### config.mk
export PLATFORM = sky130hd
export DESIGN_NAME = decimal64_word_decoder_core
export DESIGN_NICKNAME = d
export VERILOG_FILES = /design/src/rtl/core/dwd_pkg.sv /design/src/rtl/core/dwd_unpack.sv /design/src/rtl/core/dwd_dabble_stage.sv /design/src/rtl/core/dwd_finish.sv /design/src/rtl/core/decimal64_word_decoder_core.sv
export SDC_FILE = /design/constraint.sdc
export NUM_CORES = 2
export LEC_CHECK = 0
export ABC_AREA = 1
export BUFFER_PORTS_ARGS = -buffer_cell sky130_fd_sc_hd__buf_2
export CORE_ASPECT_RATIO = 1.75
export CORE_MARGIN = 8
export CORE_UTILIZATION = 35
export CTS_BUF_LIST = sky130_fd_sc_hd__clkbuf_8 sky130_fd_sc_hd__clkbuf_16
export CTS_CLUSTER_DIAMETER = 200
export DETAILED_ROUTE_END_ITERATION = 6
export PLACE_DENSITY_LB_ADDON = 0.1
export SLEW_MARGIN = 20
export SYNTH_ARGS = -nofsm -noshare
export SYNTH_HDL_FRONTEND = slang
export SYNTH_SLANG_ARGS = --single-unit
### constraint.sdc
create_clock -name clk -period 19 [get_ports clk]
set_clock_uncertainty 0.2 [all_clocks]
set_input_delay 0.95 -clock clk [delete_from_list [all_inputs] [get_ports clk]]
set_output_delay 0.95 -clock clk [all_outputs]
set_load 0.005 [all_outputs]
### src/rtl/core/dwd_pkg.sv
// Shared types and constants for the decimal64 word decoder pipeline.
// No dependencies; every other file in rtl/core except dwd_checker imports this package.
package dwd_pkg;

    // Word layout
    localparam int WORD_W        = 64;
    localparam int COMB_W        = 5;
    localparam int EXP_CONT_W    = 8;
    localparam int CONT_W        = 50;
    localparam int EXP_W         = 11;
    localparam int LEAD_W        = 4;

    // Coefficient digits carried by the shift-and-add-3 converter
    localparam int DIGITS        = 16;
    localparam int BCD_W         = 4 * DIGITS;

    // Converter split: CONT_W shift steps spread over equal stages
    localparam int BITS_PER_STAGE = 5;
    localparam int DABBLE_STAGES  = CONT_W / BITS_PER_STAGE;

    // Combination field codes
    localparam logic [COMB_W-1:0] COMB_INF   = 5'h1E;
    localparam logic [COMB_W-1:0] COMB_NAN   = 5'h1F;
    localparam logic [1:0]        COMB_LARGE = 2'b11;

    localparam logic [EXP_W-1:0]  EXP_BIAS   = 11'd398;
    localparam logic [3:0]        DIGIT_FIX  = 4'd3;
    localparam logic [3:0]        DIGIT_HALF = 4'd5;
    localparam logic [4:0]        DIGIT_TEN  = 5'd10;

    // One item as it moves down the pipeline
    typedef struct packed {
        logic                     sign;
        logic                     is_inf;
        logic                     is_nan;
        logic signed [EXP_W-1:0]  expo;
        logic [LEAD_W-1:0]        lead;
        logic [BCD_W-1:0]         bcd;
        logic [CONT_W-1:0]        bin;
    } dwd_beat_t;

endpackage

### src/rtl/core/dwd_unpack.sv
// First pipeline stage: splits the raw word into sign, class, exponent and coefficient parts.
// Depends on dwd_pkg.
module dwd_unpack (
    input  logic                      clk,
    input  logic                      rst_n,
    input  logic                      move,
    input  logic                      valid_in,
    input  logic [63:0]               raw_word,
    output logic                      valid_reg,
    output dwd_pkg::dwd_beat_t        beat_reg
);
    import dwd_pkg::*;

    logic [COMB_W-1:0]     comb;
    logic [EXP_CONT_W-1:0] exp_tail;
    logic [CONT_W-1:0]     cont;
    logic [1:0]            exp_msbs;
    logic [LEAD_W-1:0]     lead;
    logic                  special;
    logic                  coeff_zero;
    logic [EXP_W-1:0]      biased;
    dwd_beat_t             beat_next;

    assign comb     = raw_word[WORD_W-2 -: COMB_W];
    assign exp_tail = raw_word[CONT_W +: EXP_CONT_W];
    assign cont     = raw_word[CONT_W-1:0];

    // Pick exponent high bits and lead digit from the combination field
    always_comb
    begin
        if (comb[COMB_W-1 -: 2] == COMB_LARGE)
        begin
            exp_msbs = comb[2:1];
            lead     = {1'b1, 2'b00, comb[0]};
        end
        else
        begin
            exp_msbs = comb[4:3];
            lead     = {1'b0, comb[2:0]};
        end
    end

    assign special    = (comb == COMB_INF) || (comb == COMB_NAN);
    assign coeff_zero = (lead == '0) && (cont == '0);
    assign biased     = {1'b0, exp_msbs, exp_tail};

    // Build the beat; specials and zero coefficients drop the exponent
    always_comb
    begin
        beat_next        = '0;
        beat_next.sign   = raw_word[WORD_W-1];
        beat_next.is_inf = (comb == COMB_INF);
        beat_next.is_nan = (comb == COMB_NAN);
        if (!special)
        begin
            beat_next.lead = lead;
            beat_next.bin  = cont;
            if (!coeff_zero)
            begin
                beat_next.expo = biased - EXP_BIAS;
            end
        end
    end

    always_ff @(posedge clk or negedge rst_n)
    begin
        if (!rst_n)
        begin
            valid_reg <= 1'b0;
        end
        else if (move)
        begin
            valid_reg <= valid_in;
        end
    end

    always_ff @(posedge clk)
    begin
        if (move)
        begin
            beat_reg <= beat_next;
        end
    end

endmodule

### src/rtl/core/dwd_dabble_stage.sv
// One stage of the binary to BCD converter: BITS_PER_STAGE shift-and-add-3 steps.
// Depends on dwd_pkg.
module dwd_dabble_stage (
    input  logic                      clk,
    input  logic                      rst_n,
    input  logic                      move,
    input  logic                      valid_in,
    input  dwd_pkg::dwd_beat_t        beat_in,
    output logic                      valid_reg,
    output dwd_pkg::dwd_beat_t        beat_reg
);
    import dwd_pkg::*;

    dwd_beat_t beat_next;

    // Correct every digit of five or more, then shift in the next binary bit
    function automatic dwd_beat_t dabble_step(input dwd_beat_t b);
        dwd_beat_t  r;
        logic [3:0] d;
        r = b;
        for (int k = 0; k < DIGITS; k++)
        begin
            d = r.bcd[4*k +: 4];
            if (d >= DIGIT_HALF)
            begin
                r.bcd[4*k +: 4] = d + DIGIT_FIX;
            end
        end
        r.bcd = {r.bcd[BCD_W-2:0], r.bin[CONT_W-1]};
        r.bin = {r.bin[CONT_W-2:0], 1'b0};
        return r;
    endfunction

    always_comb
    begin
        beat_next = beat_in;
        for (int s = 0; s < BITS_PER_STAGE; s++)
        begin
            beat_next = dabble_step(beat_next);
        end
    end

    always_ff @(posedge clk or negedge rst_n)
    begin
        if (!rst_n)
        begin
            valid_reg <= 1'b0;
        end
        else if (move)
        begin
            valid_reg <= valid_in;
        end
    end

    always_ff @(posedge clk)
    begin
        if (move)
        begin
            beat_reg <= beat_next;
        end
    end

endmodule

### src/rtl/core/dwd_finish.sv
// Last stage: folds the lead digit into digit fifteen and holds the output beat.
// Depends on dwd_pkg.
module dwd_finish (
    input  logic                      clk,
    input  logic                      rst_n,
    input  logic                      move,
    input  logic                      valid_in,
    input  dwd_pkg::dwd_beat_t        beat_in,
    output logic                      valid_reg,
    output logic                      sign_reg,
    output logic                      inf_reg,
    output logic                      nan_reg,
    output logic signed [10:0]        expo_reg,
    output logic                      top_reg,
    output logic [63:0]               low_reg
);
    import dwd_pkg::*;

    logic [4:0]       sum;
    logic             top_next;
    logic [3:0]       digit_next;
    logic [BCD_W-1:0] low_next;

    // Add lead at the 10^15 place; the sum never exceeds ten
    assign sum = {1'b0, beat_in.lead} + {1'b0, beat_in.bcd[BCD_W-1 -: 4]};

    always_comb
    begin
        if (sum >= DIGIT_TEN)
        begin
            top_next   = 1'b1;
            digit_next = 4'(sum - DIGIT_TEN);
        end
        else
        begin
            top_next   = 1'b0;
            digit_next = sum[3:0];
        end
        low_next = {digit_next, beat_in.bcd[BCD_W-5:0]};
    end

    always_ff @(posedge clk or negedge rst_n)
    begin
        if (!rst_n)
        begin
            valid_reg <= 1'b0;
        end
        else if (move)
        begin
            valid_reg <= valid_in;
        end
    end

    always_ff @(posedge clk)
    begin
        if (move)
        begin
            sign_reg <= beat_in.sign;
            inf_reg  <= beat_in.is_inf;
            nan_reg  <= beat_in.is_nan;
            expo_reg <= beat_in.expo;
            top_reg  <= top_next;
            low_reg  <= low_next;
        end
    end

endmodule

### src/rtl/core/decimal64_word_decoder_core.sv
// Decimal64 interchange word decoder: sign, class, unbiased exponent, 17-digit BCD coefficient.
// Depends on dwd_pkg, dwd_unpack, dwd_dabble_stage and dwd_finish.
//
// Usage:
//   Input channel carries raw_word on in_valid / in_stall; output channel carries
//   sign_negative, is_infinity, is_nan, unbiased_exponent, coeff_top_digit and
//   coeff_low_bcd on out_valid / out_stall. A beat moves when valid is high and
//   stall is low at a rising clock edge.
//   From input beat to output beat a word passes one unpack stage, ten
//   converter stages of five shift-and-add-3 steps each (the 50-bit
//   continuation sets the depth), and one output stage.
//   Throughput is one word per cycle while out_stall is low; words are independent.
//   Each stage advances when it is empty or the stage after it advances, so
//   bubbles close up under a stall and in_stall rises only when all twelve
//   stages hold a word and the output beat is stalled. A stalled output beat
//   holds its value.
//   rst_n clears every stage valid bit asynchronously; data registers are not
//   reset. There is no configuration and no state between words.
module decimal64_word_decoder_core (
    input  logic                 clk,
    input  logic                 rst_n,
    input  logic                 in_valid,
    output logic                 in_stall,
    input  logic [63:0]          raw_word,
    output logic                 out_valid,
    input  logic                 out_stall,
    output logic                 sign_negative,
    output logic                 is_infinity,
    output logic                 is_nan,
    output logic signed [10:0]   unbiased_exponent,
    output logic                 coeff_top_digit,
    output logic [63:0]          coeff_low_bcd
);
    import dwd_pkg::*;

    logic                     unpack_valid;
    logic                     unpack_move;
    dwd_beat_t                unpack_beat;
    logic [DABBLE_STAGES-1:0] dab_valid;
    logic [DABBLE_STAGES-1:0] dab_move;
    dwd_beat_t                dab_beat [DABBLE_STAGES];
    logic                     fin_move;

    // Advance chain: a stage moves when empty or when its successor moves
    assign fin_move = !out_valid || !out_stall;

    always_comb
    begin
        dab_move[DABBLE_STAGES-1] = !dab_valid[DABBLE_STAGES-1] || fin_move;
        for (int i = DABBLE_STAGES - 2; i >= 0; i--)
        begin
            dab_move[i] = !dab_valid[i] || dab_move[i+1];
        end
    end

    assign unpack_move = !unpack_valid || dab_move[0];
    assign in_stall    = !unpack_move;

    dwd_unpack u_unpack (
        .clk       (clk),
        .rst_n     (rst_n),
        .move      (unpack_move),
        .valid_in  (in_valid),
        .raw_word  (raw_word),
        .valid_reg (unpack_valid),
        .beat_reg  (unpack_beat)
    );

    // Converter stages
    for (genvar g = 0; g < DABBLE_STAGES; g++)
    begin : g_dab
        if (g == 0)
        begin : g_first
            dwd_dabble_stage u_stage (
                .clk       (clk),
                .rst_n     (rst_n),
                .move      (dab_move[g]),
                .valid_in  (unpack_valid),
                .beat_in   (unpack_beat),
                .valid_reg (dab_valid[g]),
                .beat_reg  (dab_beat[g])
            );
        end
        else
        begin : g_rest
            dwd_dabble_stage u_stage (
                .clk       (clk),
                .rst_n     (rst_n),
                .move      (dab_move[g]),
                .valid_in  (dab_valid[g-1]),
                .beat_in   (dab_beat[g-1]),
                .valid_reg (dab_valid[g]),
                .beat_reg  (dab_beat[g])
            );
        end
    end

    dwd_finish u_finish (
        .clk       (clk),
        .rst_n     (rst_n),
        .move      (fin_move),
        .valid_in  (dab_valid[DABBLE_STAGES-1]),
        .beat_in   (dab_beat[DABBLE_STAGES-1]),
        .valid_reg (out_valid),
        .sign_reg  (sign_negative),
        .inf_reg   (is_infinity),
        .nan_reg   (is_nan),
        .expo_reg  (unbiased_exponent),
        .top_reg   (coeff_top_digit),
        .low_reg   (coeff_low_bcd)
    );

endmodule

After elaboration in Yosys (flattened, before gate mapping)
Index checks and enable logic that the tools add are counted.
- $add $sub $neg: 667
- multipliers: 0
- divide/modulo/power cells: 0
- $lt $le $gt $ge: 665
- equality and inequality tests: 3
- shift-type cells: 0
- multiplexer cells: 668
- bitwise operators: 0
- reduce and logical (&&, ||, !) cells: 31
- operators by type and width (kind ; count):
    4-bit by 3-bit greater-or-equal comparator with 1-bit output, second input constant ; 648
    4-bit two-way mux ; 629
    4-bit by 2-bit adder with 4-bit output, second input constant ; 615
    3-bit two-way mux ; 34
    3-bit by 2-bit adder with 3-bit output, second input constant ; 33
    50-bit zero test ; 1
    1-bit by 2-bit adder with 3-bit output, second input constant ; 13
    1-bit by 3-bit greater-or-equal comparator with 1-bit output, second input constant ; 13
    1-bit zero test ; 14
    1-bit logical OR ; 13
    10-bit by 9-bit subtractor with 11-bit output, second input constant ; 1
    5-bit == test, second input constant ; 2
    1-bit by 2-bit adder with 3-bit output, both inputs constant ; 3
    1-bit by 3-bit greater-or-equal comparator with 1-bit output, both inputs constant ; 3
    4-bit by 4-bit adder with 5-bit output ; 1
    5-bit by 4-bit greater-or-equal comparator with 1-bit output, second input constant ; 1
    4-bit zero test ; 1
    1-bit two-way mux ; 4
    4-bit subtractor, second input constant ; 1
    2-bit == test, second input constant ; 1
    2-bit two-way mux ; 1
    2-bit OR reduction ; 1
    1-bit logical AND ; 1
- bits in registers: 1120
- bits in latches: 0
- RAM bits: 0
- memory bits (read-only): 0
- bits of input ports: 68
- output and inout port bits: 81
- word-level logic and storage cells: 2130
- memories: 0

Depth between registers and ports, before layout
- depth in word-level cells: 14
- depth in mapped cells: 34
- mapped depth without buffers: 34

Cells and area by module
From an unflattened synthesis, not the netlist that was laid out.
- cell total of the unflattened synthesis: 18185
- area, all modules: 126869.2 µm²
- by module, submodules not included (module ; instances ; cells each ; area each (µm²) ; seq. area each (µm²)):
    dwd_dabble_stage ; 10 ; 1768 ; 12060.3 ; 3838.7
    dwd_unpack ; 1 ; 356 ; 3462.1 ; 2067.0
    dwd_finish ; 1 ; 125 ; 2660.1 ; 2397.3
    decimal64_word_decoder_core ; 1 ; 24 ; 143.9 ; 0.0

Worst setup path before layout
OpenSTA, ideal clock, no wires.
- path type: input to register
- start point: input port out_stall
- end point: register u_unpack.beat_reg[0] in the netlist's numbering (enable)
- library setup time: 0.422 ns
- arrival: 20.868 ns
- required time: 18.378 ns
- setup slack: -2.490 ns
- stages on the path: 23
- buffers on the path: 0
- cells stage by stage: nand2_1 nor2_1 inv_1 nor2_1 inv_1 nor2_1 inv_1 nor2_1 inv_1 nor2_1 inv_1 nor2_1 inv_1 nor2_1 inv_1 nor2_1 inv_1 nor2_1 inv_1 nor2_1 inv_1 nor2_1 inv_1
- word-level cells in the longest chain between the ends: 13
- ends and longest elaborated chain (what ; RTL line ; source):
    from (decl) ; decimal64_word_decoder_core.sv:26 ; input logic out_stall,
    1-bit zero test ; decimal64_word_decoder_core.sv:45 ; assign fin_move = !out_valid || !out_stall;
    1-bit logical OR ; decimal64_word_decoder_core.sv:45 ;
    1-bit logical OR ; decimal64_word_decoder_core.sv:49 ; dab_move[DABBLE_STAGES-1] = !dab_valid[DABBLE_STAGES-1] || fin_move;
    via g_dab[9].g_rest.u_stage.move ; dwd_dabble_stage.sv:6 ; input logic move,
    1-bit logical OR ; decimal64_word_decoder_core.sv:52 ; dab_move[i] = !dab_valid[i] || dab_move[i+1];
    via g_dab[8].g_rest.u_stage.move ; dwd_dabble_stage.sv:6 ;
    1-bit logical OR ; decimal64_word_decoder_core.sv:52 ;
    via g_dab[7].g_rest.u_stage.move ; dwd_dabble_stage.sv:6 ;
    (+1 left out) ; -- ;
    via g_dab[6].g_rest.u_stage.move ; dwd_dabble_stage.sv:6 ;
    (+1 left out) ; -- ;
    via g_dab[5].g_rest.u_stage.move ; dwd_dabble_stage.sv:6 ;
    (+1 left out) ; -- ;
    via g_dab[4].g_rest.u_stage.move ; dwd_dabble_stage.sv:6 ;
    (+1 left out) ; -- ;
    via g_dab[3].g_rest.u_stage.move ; dwd_dabble_stage.sv:6 ;
    1-bit logical OR ; decimal64_word_decoder_core.sv:52 ;
    via g_dab[2].g_rest.u_stage.move ; dwd_dabble_stage.sv:6 ;
    1-bit logical OR ; decimal64_word_decoder_core.sv:52 ;
    via g_dab[1].g_rest.u_stage.move ; dwd_dabble_stage.sv:6 ;
    1-bit logical OR ; decimal64_word_decoder_core.sv:52 ;
    via g_dab[0].g_first.u_stage.move ; dwd_dabble_stage.sv:6 ;
    1-bit logical OR ; decimal64_word_decoder_core.sv:56 ; assign unpack_move = !unpack_valid || dab_move[0];
    to (signal assigned) ; dwd_unpack.sv:81 ; beat_reg <= beat_next;
    to (decl) ; dwd_unpack.sv:10 ; output dwd_pkg::dwd_beat_t beat_reg
The timed path passes the listed nets, and every way through them passes these cells.
A chain may end at the register's enable or synchronous reset.

Worst setup path after layout
- start point: register u_finish.valid_reg
- end point: output port in_stall
- word-level cells in the longest chain between the ends: 14
- ends and longest elaborated chain (what ; RTL line ; source):
    from (decl) ; dwd_finish.sv:9 ; output logic valid_reg,
    from (signal assigned) ; dwd_finish.sv:50 ; valid_reg <= valid_in;
    1-bit zero test ; decimal64_word_decoder_core.sv:45 ;
    1-bit logical OR ; decimal64_word_decoder_core.sv:45 ;
    via fin_move ; decimal64_word_decoder_core.sv:42 ; logic fin_move;
    1-bit logical OR ; decimal64_word_decoder_core.sv:49 ;
    via g_dab[9].g_rest.u_stage.move ; dwd_dabble_stage.sv:6 ;
    1-bit logical OR ; decimal64_word_decoder_core.sv:52 ;
    via g_dab[8].g_rest.u_stage.move ; dwd_dabble_stage.sv:6 ;
    1-bit logical OR ; decimal64_word_decoder_core.sv:52 ;
    via g_dab[7].g_rest.u_stage.move ; dwd_dabble_stage.sv:6 ;
    (+1 left out) ; -- ;
    via g_dab[6].g_rest.u_stage.move ; dwd_dabble_stage.sv:6 ;
    (+1 left out) ; -- ;
    via g_dab[5].g_rest.u_stage.move ; dwd_dabble_stage.sv:6 ;
    (+1 left out) ; -- ;
    via g_dab[4].g_rest.u_stage.move ; dwd_dabble_stage.sv:6 ;
    (+1 left out) ; -- ;
    via g_dab[3].g_rest.u_stage.move ; dwd_dabble_stage.sv:6 ;
    1-bit logical OR ; decimal64_word_decoder_core.sv:52 ;
    via g_dab[2].g_rest.u_stage.move ; dwd_dabble_stage.sv:6 ;
    1-bit logical OR ; decimal64_word_decoder_core.sv:52 ;
    via g_dab[1].g_rest.u_stage.move ; dwd_dabble_stage.sv:6 ;
    1-bit logical OR ; decimal64_word_decoder_core.sv:52 ;
    via g_dab[0].g_first.u_stage.move ; dwd_dabble_stage.sv:6 ;
    1-bit logical OR ; decimal64_word_decoder_core.sv:56 ;
    1-bit zero test ; decimal64_word_decoder_core.sv:57 ; assign in_stall = !unpack_move;
    to (decl) ; decimal64_word_decoder_core.sv:23 ; output logic in_stall,
The timed path passes the listed nets, and every way through them passes these cells.

==> flow_metrics.py <==
metrics = {
    "grt": {
        "antenna_found_initial": 2,
        "grt_max_degree": 69,
        "grt_pass1_vias": 53180,
        "grt_use_total_pct": 12.77,
        "grt_overflow": 0,
        "grt_pass1_wl_mm": 227.0,
    },
    "synthesis": {
        "netlist_instances": 8780,
        "muxShareOfSynthArea_pct": 0.01497,
        "synth_top_family_by_area": "simple AND/OR/NAND/NOR gates",
        "synth_compound_area_share_pct": 5.272,
        "yosys.area_share.simple_pct": 34.66,
        "synthAdderAreaFrac_pct": 6.880,
        "syn_nets": 9215,
        "ys_async_sr_fraction_pct": 1.302,
        "syn_avg_cell_area_um2": 7.614,
        "ys_seq_elements": 922,
        "synth_area_leader_cell": "edfxtp_1",
        "yosysSeqAreaShare_pct": 41.32,
        "synth_xor_area_share_pct": 2.914,
        "synth_top_area_share_pct": 40.87,
        "yosys_warnings": 0,
        "synth_edf_count": 910,
        "synth_area_um2": 66850,
        "ys_types": 49,
        "synth-main-ff-cell": "edfxtp_1",
        "synth_area_leaders": "edfxtp_1 41%, nand2_1 17%, inv_1 8.8%, nand3_1 7.6%, ha_1 6.8%",
    },
    "cells_and_area": {
        "register_area_um2": 27630,
        "final_common_cell": "nand2_1",
        "fillers": 19370,
        "area.growth.synth_to_final_pct": 10.95,
        "layout_common_cells": "3095 x nand2_1, 1570 x inv_1, 1012 x nand3_1, 910 x edfxtp_1, 366 x ha_1",
        "largest_reg_flops": 694,
        "multi_input_area_um2": 33260,
        "final_nets": 9476,
        "drive_gt1_share_pct": 9.547,
    },
    "place": {
        "hpwl_mm": 109.4,
        "port-buffer-count": 148,
        "gp_congestion": 0.8045,
    },
    "timing": {
        "relSlewSlack_pct": 37.80,
        "hold_viol_final": 0,
        "fmax_ghz": 0.1547,
        "tightest_slew_ps": 933.1,
        "setup_tns_ps": 0,
        "min_period_ps": 6463,
        "rsz0062_at_grt": "no",
        "slew_viol_final": 0,
        "fin_crit_sh_pct": 34.02,
        "setup_viol": 0,
    },
    "critical_path": {
        "cp-start-kind": "flop",
        "r2r_setup_slack_ps": 13520,
        "worstSetupPathType": "reg2out",
        "worst_setup_path_end_kind": "output pin",
        "required_ps": 17850,
        "worstPathArrival_ps": 5310,
        "path_max_fanout": 30,
    },
    "detailed_routing": {
        "drtIter0Drc": 1546,
        "routedWlPerCell_um": 11.60,
        "drc": 0,
        "vias": 54440,
        "first_pass_iters": 5,
        "antenna_left": 0,
        "vias_per_cell": 4.698,
        "wl_mm": 134.3,
    },
    "clocking": {
        "h-tree-depth": 3,
        "cts_root_buffer": "clkbuf_16",
        "clk_pin_slew_ps": 60,
        "cts_num_sinks": 922,
        "cts.path.max_buffers": 3,
        "cts_inserted_buffers": 98,
        "cts_tree": "done",
        "cts_resized": 0,
        "clock_latency_ps": 740,
    },
    "floorplan": {
        "fp.dieH_um": 594.2,
        "die_w_um": 346.4,
        "die-area_um2": 205800,
        "std_cell_rows": 212,
        "core_area_um2": 190200,
        "initial_utilization_pct": 35.15,
        "ios": 149,
    },
    "worst_hold_path": {
        "hold_class": "reg2reg",
    },
    "outcome": {
        "run_status": "finished clean",
    },
    "flow_run": {
        "drv_cap": 0,
    },
}
-- synthesized netlist by cell type (5+ instances only) --
cell and n:
o21ai_2 51, o22ai_1 8, nand3_1 1012, inv_2 21, nand2_1 3096, xnor2_1 22, a31o_2 24, inv_1 1564
nand2_2 281, and2_1 92, ha_1 366, clkbuf_1 5, o21ai_1 135, a21boi_1 8, xnor2_2 8, o211ai_1 10
edfxtp_1 910, nor2_1 179, nand3_2 103, nand2_4 8, xor2_2 19, xor2_1 144, nor4_1 9, o21ai_0 156
and2_4 6, nand4_1 290, o21bai_1 23, or2_2 9, dfrtp_1 12, a21oi_1 59, nand3b_1 36, a21o_1 81
-- logic make-up after synthesis --
family / after synthesis
simple gates: 5131
compound gates: 572
flops: 922
xor+xnor: 195
mux: 1
buf+inv: 1592
fa+ha+maj: 367
-- final timing paths --
check | startpoint | to | cells after the start
min in group asynchronous | rst_n | g_dab[4].g_rest.u_stage.valid_reg | 2
worst min register to register | g_dab[4].g_rest.u_stage.beat_reg[129] | g_dab[5].g_rest.u_stage.beat_reg[129] | 0
worst min-delay path | g_dab[4].g_rest.u_stage.beat_reg[129] | g_dab[5].g_rest.u_stage.beat_reg[129] | 0
worst max-delay path | u_finish.valid_reg | in_stall | 23
max in group asynchronous | rst_n | g_dab[0].g_first.u_stage.valid_reg | 2
worst max register to register | u_finish.valid_reg | u_unpack.beat_reg[45] | 24
-- critical path, cell delays in order (launching register included) --
cell and delay [ps]:
dfrtp_1 390, nand2_4 230, nor2_1 250, clkinvlp_4 120, nor2_1 170, clkinvlp_4 120
nor2_1 170, clkinvlp_4 130, nor2_1 130, clkinv_2 70, nor2_1 130, clkinv_2 350
nor2_1 230, inv_2 240, nor2_1 190, inv_2 240, nor2_1 200, inv_2 170
nor2_1 150, inv_2 250, nor2_1 210, inv_2 70, nor2_1 180, buf_2 160
-- final cells by class --
cell class | count | area share (%)
antenna | 2 | 0.006747
multi-input combinational | 6266 | 44.84
tap | 2461 | 4.151
sequential | 922 | 37.25
clock inverter | 84 | 1.216
clock buffer | 98 | 3.306
timing repair buffer | 166 | 1.184
inverter | 1587 | 8.050
-- metal layers --
| metal | wire [µm] | global-route usage (%) |
|---|---|---|
| met1 | 45710 | 10.55 |
| met2 | 80300 | 28.63 |
| met3 | 3359 | 1.764 |
| met4 | 4965 | 5.060 |
| met5 | 0 | 0 |
-- timing repair --
item,in CTS,in global routing
endpoints found under the hold margin,12,0
buffers inserted,0,0
hold buffers,1,0
-- stage by stage --
step	cell area (µm²)	hold slack [ps]	cells	util (%)	setup WS, ps
3_5_place_dp	70800	204.5	11400	37.23	12470
5_1_grt	74170	175.0	11590	39.00	11710
2_1_floorplan	66870	200.3	8780	-	296.6
3_3_place_gp	70800	200.7	11400	37.23	12310
4_1_cts	74170	134.2	11580	39.00	12230
6_report	74170	184.1	11590	39.00	12540
Power is left out: the tool's default activity adds up to more than one toggle a clock period on the data nets, which glitch-free logic cannot reach.
